**src/rtl/fcc_pkg.sv**
```systemverilog
// Shared types, character constants and helper functions of the file-name cipher.
// No dependencies; every other file takes its names by scoped reference.
package fcc_pkg;

    // Key store
    localparam int unsigned KEY_CHARS  = 5;
    localparam int unsigned KEY_WIDTH  = 8 * KEY_CHARS;
    localparam logic [KEY_WIDTH-1:0] KEY_TEXT_RESET = 40'h504F534953;
    localparam logic [2:0] KEY_LEN_MAX   = 3'd5;
    localparam logic [2:0] KEY_LEN_MIN   = 3'd1;
    localparam logic [2:0] KEY_LEN_RESET = 3'd5;

    // Configuration register indexes
    localparam logic REG_KEY_TEXT   = 1'b0;
    localparam logic REG_KEY_LENGTH = 1'b1;

    // ASCII codes
    localparam logic [6:0] CHR_DOT     = 7'h2E;
    localparam logic [6:0] CHR_UPPER_A = 7'h41;
    localparam logic [6:0] CHR_UPPER_Z = 7'h5A;
    localparam logic [6:0] CHR_LOWER_A = 7'h61;
    localparam logic [6:0] CHR_LOWER_Z = 7'h7A;

    // Atbash reflects about the middle of the alphabet: 'A'+'Z' and 'a'+'z'
    localparam logic [7:0] MIRROR_UPPER_SUM = 8'd155;
    localparam logic [7:0] MIRROR_LOWER_SUM = 8'd219;

    localparam logic [5:0] ROT_SHIFT    = 6'd13;
    localparam logic [5:0] ALPHA_LEN    = 6'd26;
    localparam logic [9:0] DEC_BIAS     = 10'd260;

    // floor(x / 26) for x < 512 as (x * 631) >> 14
    localparam logic [9:0] MOD26_RECIP = 10'd631;
    localparam int unsigned MOD26_SHIFT = 14;

    // Commands
    typedef enum logic [2:0] {
        CMD_PASS       = 3'd0,
        CMD_ATBASH     = 3'd1,
        CMD_ATBASH_ROT = 3'd2,
        CMD_ATBASH_VIG = 3'd3,
        CMD_VIG_DEC    = 3'd4
    } cmd_t;

    // Input request
    typedef struct packed {
        logic [6:0] char_in;
        logic [2:0] command;
        logic       name_start;
        logic       name_end;
    } in_req_t;

    // Result
    typedef struct packed {
        logic [6:0] char_out;
        logic       last_out;
    } out_res_t;

    // Per-name running state
    typedef struct packed {
        logic       past_dot;
        logic [2:0] key_position;
    } name_state_t;

    // Remainder modulo 26 of a 9-bit value by reciprocal multiplication
    function automatic logic [4:0] mod26(input logic [8:0] x);
        logic [18:0] prod;
        logic [4:0]  quot;
        logic [9:0]  back;
        logic [8:0]  rem;
        prod = 19'(x) * 19'(MOD26_RECIP);
        quot = prod[MOD26_SHIFT +: 5];
        back = 10'(quot) * 10'(ALPHA_LEN);
        rem  = x - back[8:0];
        return rem[4:0];
    endfunction

endpackage

```
**src/rtl/fcc_xform.sv**
```systemverilog
// Character transform and key/dot state update for one request.
// Purely combinational; uses types, constants and mod26 from fcc_pkg.
module fcc_xform (
    input  fcc_pkg::in_req_t                  req,
    input  fcc_pkg::name_state_t              cur_state,
    input  logic [fcc_pkg::KEY_WIDTH-1:0]     key_text,
    input  logic [2:0]                        key_length,
    output fcc_pkg::out_res_t                 res,
    output fcc_pkg::name_state_t              next_state
);

    logic [6:0] c;
    logic       dot_in;
    logic       dot_now;
    logic [2:0] pos_in;
    logic [2:0] len;
    logic [2:0] pos;
    logic [2:0] pos_inc;
    logic [7:0] k;
    logic       is_upper;
    logic       is_lower;
    logic [6:0] mir;
    logic [6:0] base;
    logic [5:0] off13;
    logic [6:0] rot;
    logic [8:0] enc_sum;
    logic [9:0] dec_sum;
    logic [6:0] enc;
    logic [6:0] dec;
    logic [6:0] xf;

    always_comb begin
        c = req.char_in;

        // Restart dot flag and key position at a new name
        dot_in  = req.name_start ? 1'b0 : cur_state.past_dot;
        pos_in  = req.name_start ? 3'd0 : cur_state.key_position;
        dot_now = dot_in | (c == fcc_pkg::CHR_DOT);

        // Clamp key length into 1..5
        if (key_length < fcc_pkg::KEY_LEN_MIN) begin
            len = fcc_pkg::KEY_LEN_MIN;
        end else if (key_length > fcc_pkg::KEY_LEN_MAX) begin
            len = fcc_pkg::KEY_LEN_MAX;
        end else begin
            len = key_length;
        end
        pos     = (pos_in < len) ? pos_in : 3'd0;
        pos_inc = pos + 3'd1;

        // Select key byte
        case (pos)
            3'd1:    k = key_text[15:8];
            3'd2:    k = key_text[23:16];
            3'd3:    k = key_text[31:24];
            3'd4:    k = key_text[39:32];
            default: k = key_text[7:0];
        endcase

        // Atbash
        is_upper = (c >= fcc_pkg::CHR_UPPER_A) && (c <= fcc_pkg::CHR_UPPER_Z);
        is_lower = (c >= fcc_pkg::CHR_LOWER_A) && (c <= fcc_pkg::CHR_LOWER_Z);
        if (is_upper) begin
            mir = 7'(fcc_pkg::MIRROR_UPPER_SUM - 8'(c));
        end else if (is_lower) begin
            mir = 7'(fcc_pkg::MIRROR_LOWER_SUM - 8'(c));
        end else begin
            mir = c;
        end

        // ROT13 of the mirrored letter (case is kept by Atbash)
        base  = is_lower ? fcc_pkg::CHR_LOWER_A : fcc_pkg::CHR_UPPER_A;
        off13 = 6'(mir - base) + fcc_pkg::ROT_SHIFT;
        if (off13 >= fcc_pkg::ALPHA_LEN) begin
            off13 = off13 - fcc_pkg::ALPHA_LEN;
        end
        rot = (is_upper || is_lower) ? (base + 7'(off13)) : mir;

        // Vigenere variant, encrypt after Atbash and plain decrypt
        enc_sum = 9'(mir) + 9'(k);
        dec_sum = 10'(c) + fcc_pkg::DEC_BIAS - 10'(k);
        enc     = fcc_pkg::CHR_UPPER_A + 7'(fcc_pkg::mod26(enc_sum));
        dec     = fcc_pkg::CHR_UPPER_A + 7'(fcc_pkg::mod26(dec_sum[8:0]));

        case (req.command)
            fcc_pkg::CMD_ATBASH:     xf = mir;
            fcc_pkg::CMD_ATBASH_ROT: xf = rot;
            fcc_pkg::CMD_ATBASH_VIG: xf = enc;
            fcc_pkg::CMD_VIG_DEC:    xf = dec;
            default:                 xf = c;
        endcase

        // Past the dot: pass and hold the key; otherwise transform and advance
        res.last_out = req.name_end;
        if (dot_now) begin
            res.char_out            = c;
            next_state.past_dot     = 1'b1;
            next_state.key_position = pos_in;
        end else begin
            res.char_out            = xf;
            next_state.past_dot     = 1'b0;
            next_state.key_position = (pos_inc >= len) ? 3'd0 : pos_inc;
        end
    end

endmodule

```
**src/rtl/filename_classical_cipher.sv**
```systemverilog
// Top level of the file-name cipher: request register, transform, result register.
// Depends on fcc_pkg and fcc_xform.
//
// Usage:
//   A request on s_req (character, command, name_start, name_end) is taken when
//   s_valid and s_ready are both high. Each request gives exactly one result
//   on m_res (character, last flag), taken when m_valid and m_ready are high.
//   Results leave in request order.
//   A taken request waits in the request register and moves through the transform
//   into the result register once it is free, and can be taken from there.
//   Throughput: one request per cycle while m_ready is high, set by the single
//   register stage in front of the transform and the result register after it.
//   The key position and dot flag are updated as a request moves into the
//   result register, so back-to-back characters of a name see each other.
//   When the receiver stalls, the result register holds and the request
//   register fills; s_ready falls only while both are full and m_ready is low.
//   Reset (aresetn low at a clock edge) empties both stages, clears the dot flag
//   and key position and loads the key "SISOP" with length 5.
//   The key registers are written through cfg_we/cfg_index/cfg_wdata; the user
//   must write them only while the block holds no request (not enforced here).
module filename_classical_cipher (
    input  logic                           aclk,
    input  logic                           aresetn,
    input  logic                           s_valid,
    output logic                           s_ready,
    input  fcc_pkg::in_req_t               s_req,
    output logic                           m_valid,
    input  logic                           m_ready,
    output fcc_pkg::out_res_t              m_res,
    input  logic                           cfg_we,
    input  logic                           cfg_index,
    input  logic [fcc_pkg::KEY_WIDTH-1:0]  cfg_wdata
);

    logic                          in_valid_reg;
    fcc_pkg::in_req_t              in_req_reg;
    logic                          out_valid_reg;
    fcc_pkg::out_res_t             out_res_reg;
    fcc_pkg::name_state_t          state_reg;
    fcc_pkg::name_state_t          state_next;
    fcc_pkg::out_res_t             res_next;
    logic [fcc_pkg::KEY_WIDTH-1:0] key_text_reg;
    logic [2:0]                    key_length_reg;
    logic                          advance;

    // Move the held request into the result register when that slot frees up
    assign advance = !out_valid_reg || m_ready;
    assign s_ready = !in_valid_reg || advance;
    assign m_valid = out_valid_reg;
    assign m_res   = out_res_reg;

    fcc_xform u_xform (
        .req        (in_req_reg),
        .cur_state  (state_reg),
        .key_text   (key_text_reg),
        .key_length (key_length_reg),
        .res        (res_next),
        .next_state (state_next)
    );

    // Pipeline control and name state
    always_ff @(posedge aclk) begin
        if (!aresetn) begin
            in_valid_reg  <= 1'b0;
            out_valid_reg <= 1'b0;
            state_reg     <= '0;
        end else begin
            if (s_ready) begin
                in_valid_reg <= s_valid;
            end
            if (advance) begin
                out_valid_reg <= in_valid_reg;
                if (in_valid_reg) begin
                    state_reg <= state_next;
                end
            end
        end
    end

    // Payload registers
    always_ff @(posedge aclk) begin
        if (s_ready && s_valid) begin
            in_req_reg <= s_req;
        end
        if (advance && in_valid_reg) begin
            out_res_reg <= res_next;
        end
    end

    // Key configuration
    always_ff @(posedge aclk) begin
        if (!aresetn) begin
            key_text_reg   <= fcc_pkg::KEY_TEXT_RESET;
            key_length_reg <= fcc_pkg::KEY_LEN_RESET;
        end else if (cfg_we) begin
            case (cfg_index)
                fcc_pkg::REG_KEY_TEXT:   key_text_reg   <= cfg_wdata;
                fcc_pkg::REG_KEY_LENGTH: key_length_reg <= cfg_wdata[2:0];
                default:                 key_text_reg   <= key_text_reg;
            endcase
        end
    end

endmodule

```
**config.mk**
```make
export PLATFORM = sky130hd
export DESIGN_NAME = filename_classical_cipher
export DESIGN_NICKNAME = d
export VERILOG_FILES = /design/src/rtl/fcc_pkg.sv /design/src/rtl/fcc_xform.sv /design/src/rtl/filename_classical_cipher.sv
export SDC_FILE = /design/constraint.sdc
export NUM_CORES = 1
export LEC_CHECK = 0
export BUFFER_PORTS_ARGS = -buffer_cell sky130_fd_sc_hd__buf_2
export CAP_MARGIN = 0
export CORE_MARGIN = 10
export CORE_UTILIZATION = 56
export DETAILED_ROUTE_END_ITERATION = 6
export HOLD_SLACK_MARGIN = 0.1
export PLACE_DENSITY = 0.76
export SLEW_MARGIN = 30
export SYNTH_ARGS = -nofsm -noshare
export SYNTH_HDL_FRONTEND = slang
export SYNTH_SLANG_ARGS = --single-unit
```
**constraint.sdc**
```tcl
create_clock -name aclk -period 10.8 [get_ports aclk]
set_input_delay 0.54 -clock aclk [delete_from_list [all_inputs] [get_ports aclk]]
set_output_delay 0.54 -clock aclk [all_outputs]
set_load 0.02 [all_outputs]
```
-- Word-level counts from Yosys, hierarchy flattened
Cells that the tools add are included.
- memory bits (read-only): 0
- memories: 0
- logic and storage cells: 77
- latch bits: 0
- input port bits: 58
- bits in writable memories: 0
- bits in registers: 69
- output and inout bits: 10
- reduce and logical (&&, ||, !) cells: 12
- bitwise gates (word level): 2
- div/mod/pow operators: 0
- $lt $le $gt $ge: 9
- add/subtract/negate cells: 14
- mux-type cells: 15
- shift operators: 0
- equality and inequality tests: 9
- multiply operators: 4
- operators with widths (kind ; count):
    $mul 9x10->19 const B ; 2
    $pmux 8 s4 ; 1
    $mux 7 ; 4
    $pmux 7 s4 ; 1
    $mux 3 ; 5
    $add 7x5->7 const A ; 2
    $ge 7x7->1 const B ; 2
    $le 7x7->1 const B ; 2
    $eq 3x2->1 const B ; 4
    $mux 6 ; 2
    $mul 5x4->4 const B ; 2
    $sub 5x5->5 ; 2
    $add 7x8->9 ; 1
    $add 7x9->9 const B ; 1
    $sub 9x8->9 ; 1
    $add 7x6->7 ; 1
    $eq 7x6->1 const B ; 1
    $sub 5x7->7 const A ; 1
    $sub 7x7->7 const A ; 1
    $add 6x4->6 const B ; 1
    $eq 3x1->1 const B ; 2
    $eq 3x3->1 const B ; 2
    $ge 6x5->1 const B ; 1
    $reduce_and 2->1 ; 3
    14 further kinds ; 20

-- Depth between registers and ports, before layout
- depth in word-level cells: 14
- depth in mapped cells: 53
- mapped depth without buffers: 53

-- By module
A second synthesis with hierarchy kept.
- cell total of the unflattened synthesis: 959
- area total of the unflattened synthesis: 8224.1 µm²
- modules (own cells, without submodules) (module ; times used ; area each (µm²) ; cells each ; seq. area each (µm²)):
    fcc_xform ; 1 ; 5845.6 ; 724 ; 0.0
    filename_classical_cipher ; 1 ; 2378.5 ; 235 ; 1581.5

-- Worst setup path after synthesis
Ideal clock, no wire load.
- path type: register to register
- start point: register in_req_reg[1] (netlist name)
- end point: register out_res_reg, in the netlist m_res[5], data pin
- data required time: 10.535 ns
- data arrival time: 9.851 ns
- stages on the path, launching flop included: 49
- buffers on the path: 1
- slack: 0.684 ns
- setup time: 0.265 ns
- period minus slack after synthesis: 10.116 ns
- cells stage by stage: edfxtp_1 > nor2b_1 > ha_1 > a41o_2 > nor2_1 > nand2_1 > inv_1 > ha_1 > clkbuf_1 > nor3_1 > o21ai_0 > o31ai_2 > o41a_1 > xor2_1 > ha_1 > inv_1 > fa_1 > nor2b_1 > [13 not listed] > nand3_1 > o221ai_1 > a211oi_1 > a21oi_1 > a21oi_1 > xnor2_1 > ha_1 > inv_1 > ha_1 > a21oi_1 > o21ai_0 > xnor2_1 > xnor2_1 > xnor2_1 > xnor2_1 > xnor3_1 > a211oi_1 > o211ai_2
- RTL lines (element ; RTL line ; text):
    start, declared ; filename_classical_cipher.sv:36 ; fcc_pkg::in_req_t in_req_reg;
    start signal, assigned ; filename_classical_cipher.sv:83 ; in_req_reg <= s_req;
    end signal, assigned ; filename_classical_cipher.sv:86 ; out_res_reg <= res_next;
    end, declared ; filename_classical_cipher.sv:38 ; fcc_pkg::out_res_t out_res_reg;

==> results.md <==
* Nets at between 1000 and 1500
* F_max at approximately 97 MHz
* CTS H-tree depth at 3
* Routed wire length at ~20000 µm
* Iteration-0 DRC Markers at around 480
* EDFF count, synth at 20
* Worst-Margin Slew at about 0.86 ns
* Flops & latches, synth at 69
* Synth area leaders: ha_1, fa_1, dfxtp_1, edfxtp_1, inv_1
* Register area share after synthesis at 0.189
* Worst EP required at approximately 11 ns
* Setup-failing EPs final at 0
* Final period util at 0.951
* GR peak layer: met2
* Clk sinks at between 60 and 70
* Reg2reg path depth at 43
* Area added between synthesis and finish at 14.2%
* Crit start category: flip-flop
* Capture point of the critical path: m_res[5]
* Syn_nets at around 1200
* Die area at about 0.020 mm²
* Vias/cell at roughly 5.7
* Final clock skew at about 0.0057 ns
* DR WL/cell at ~16 µm
* Post-Syn Area per Cell at ~8.5 µm²
* Core area at roughly 0.015 mm²
* Gpl congestion at 0.939
* Share of layout cells above drive strength 1 at 0.161
* Initial antenna violation count at 0
* Crit end category: flip-flop
* Post-route ant nets at 0
* CTS clock-pin slew for the worst setup and hold paths at 0.06 ns
* Synthesized instance count at roughly 980
* # port buffers at 67
* CTS tree: done
* Std-Cell Rows at 44
* Worst-path maximum fanout at 7
* FF-to-FF setup slack at between 0.5 and 0.6 ns
* Largest net degree at the start of global routing at 50
* Max cap viols at 0
* Final WS setup at between 0.5 and 0.6 ns
* Fin crit period at around 10 ns
* Crit Path Class: flip-flop to flip-flop
* Min-delay worst type: primary input to flip-flop
* Dpl ws at ~0.15 ns
* Global-route wire length before repair at between 30000 and 40000 µm
* Most used cell, CP: ha_1
* GR Layer Usage met1 at 0.254
* Clk Latency, worst-skew pair at 0.33 ns
* R2r startpoint: in_req_reg[1]
* Final hold vios at 0
* I/O pin total at about 70
* Share of Yosys cell area claimed by the top area cell type at 0.196
* 1st-pass router iterations at 7
* Initial Util at 0.572
* Fill count at roughly 1200
* Gr usage total at 0.195
* Die Wd at around 140 µm
* Async S/R FF share, synth at 0
* ANT cells at 0
* Worst EP arrival at roughly 10 ns
* R2R Path End: m_res[5]
* Worst setup path start: in_req_reg[1]
* Prevailing post-synth register cell: dfxtp_1
* Residual DRC count at 0
* Max reg flops at 40
* Max incr delay on CP at 0.54 ns
* Worst rel slew slack at 0.423
* Slowest library cell on the worst path: fa_1
* Die H at ~140 µm
* Cell Area, Synth at between 0.008 and 0.009 mm²
* Global route overflow at 0
* Root buf cell: clkbuf_16
* DR vias at a little over 7000
* Largest area contributor in the netlist: ha_1
* Global Route met2 Usage at 0.325
* Unique masters post-synth at just under 80
* Number of global-route vias before repair at just over 7000
* Syn. warnings at 0
* Status: finished, final reports clean
* Slew Viols, Final at 0
* Dpl hpwl at approximately 16000 µm
* Number of buffers created by CTS at 9
* GRT met3 Usage at 0.0277
* Longest Clk Path Bufs at 2
per-layer routing:
layer | up-vias | wire, µm
met3 | 28 | 928
li1 | 3468 | -
met1 | 3369 | 8860
met2 | 189 | 9650
met4 | 0 | 353
met5 | - | 0
worst min-delay path by stage:
| stage | from | end | slack (ns) | cells past startpoint |
|---|---|---|---|---|
| 2_1_floorplan | in_req_reg[0] | m_res[0] | 0.40 | 0 |
| 3_3_place_gp | in_req_reg[0] | m_res[0] | 0.40 | 0 |
| 3_5_place_dp | in_req_reg[0] | m_res[0] | 0.41 | 0 |
| 4_1_cts | s_req[6] | in_req_reg[6] | 0.37 | 1 |
| 5_1_grt | s_req[0] | in_req_reg[0] | 0.38 | 1 |
| 6_report | s_req[6] | in_req_reg[6] | 0.38 | 1 |
layout make-up:
class                   count  area (µm²)  area share
inverters                 156         591      0.0619
clock inverters             6        52.6     0.00551
well taps                 184         230      0.0241
flip-flops and latches     69        1580       0.166
repair buffers             92         536      0.0561
clock buffers              10         250      0.0262
multi-input cells         727        6300       0.660
layout by cell type (no fill, tap or decap), types with 7 or more instances in the layout:
cell type	netlist	layout
xnor2_1	27	22
o21ai_0	36	34
buf_2	2	67
fa_1	58	57
nor2b_1	13	12
nand3_1	35	35
clkbuf_16	0	10
a21boi_0	23	23
nor3_1	14	12
a21oi_1	50	45
a221oi_1	8	8
o21ai_1	6	8
nor2_1	36	34
a21o_1	12	12
xor2_1	13	11
buf_4	0	24
nand2b_1	15	15
and2_1	13	13
dfxtp_1	49	49
nand2_1	127	126
inv_1	155	155
or2_2	7	7
ha_1	131	126
edfxtp_1	20	20
kinds of logic after synthesis:
family / synth area share
xor+xnor: 0.0500
flops: 0.189
compound gates: 0.165
buf+inv: 0.0831
fa+ha+maj: 0.335
simple gates: 0.159
mux: 0.0184
synth_stat cells, types with 4 or more instances:
master	number
mux2i_1	5
nor2_1	36
and2_1	13
xor2_1	13
ha_1	131
clkbuf_1	24
o21ai_0	36
xnor2_1	27
a22oi_1	4
o21a_1	7
a21boi_0	23
nand2b_1	15
fa_1	58
o21ai_1	6
a21o_1	12
a211oi_1	6
inv_1	155
nor2b_1	13
nand2_1	127
nand3_1	35
or2_2	7
mux2_2	4
nor3_1	14
or4_1	4
o31ai_1	4
a21oi_1	50
a221oi_1	8
dfxtp_1	49
edfxtp_1	20
what timing repair did:
item	in CTS	in global routing
setup endpoints to repair	0	3
resized for setup	0	44
hold buffers	0	0
endpoints found under the hold margin	0	0
buffers inserted	0	12
metrics by stage:
step                hold WS [ns]  cell area (µm²)  setup TNS [ns]   util  std cells
floorplan                  0.400             8350               0      -        979
global placement           0.402             8910               0  0.611       1216
detailed placement         0.405             8920               0  0.611       1216
CTS                        0.374             9220               0  0.632       1232
global route               0.381             9540         -0.0956  0.654       1244
finish                     0.380             9540               0  0.654       1244
worst max-delay path, delay by kind of cell (launching register included):
family                   cells  cell delay [ns]
AO/OA/AOI/OAI               13             2.84
flip-flops                   1             0.42
adder cells (fa/ha/maj)     11             3.75
AND/OR/NAND/NOR             10             1.57
XOR/XNOR                     4             0.89
buffers and inverters        4             0.27
multiplexers                 1             0.27
Power is left out: the tool's default activity adds up to more than one toggle a clock period on the data nets, which glitch-free logic cannot reach.
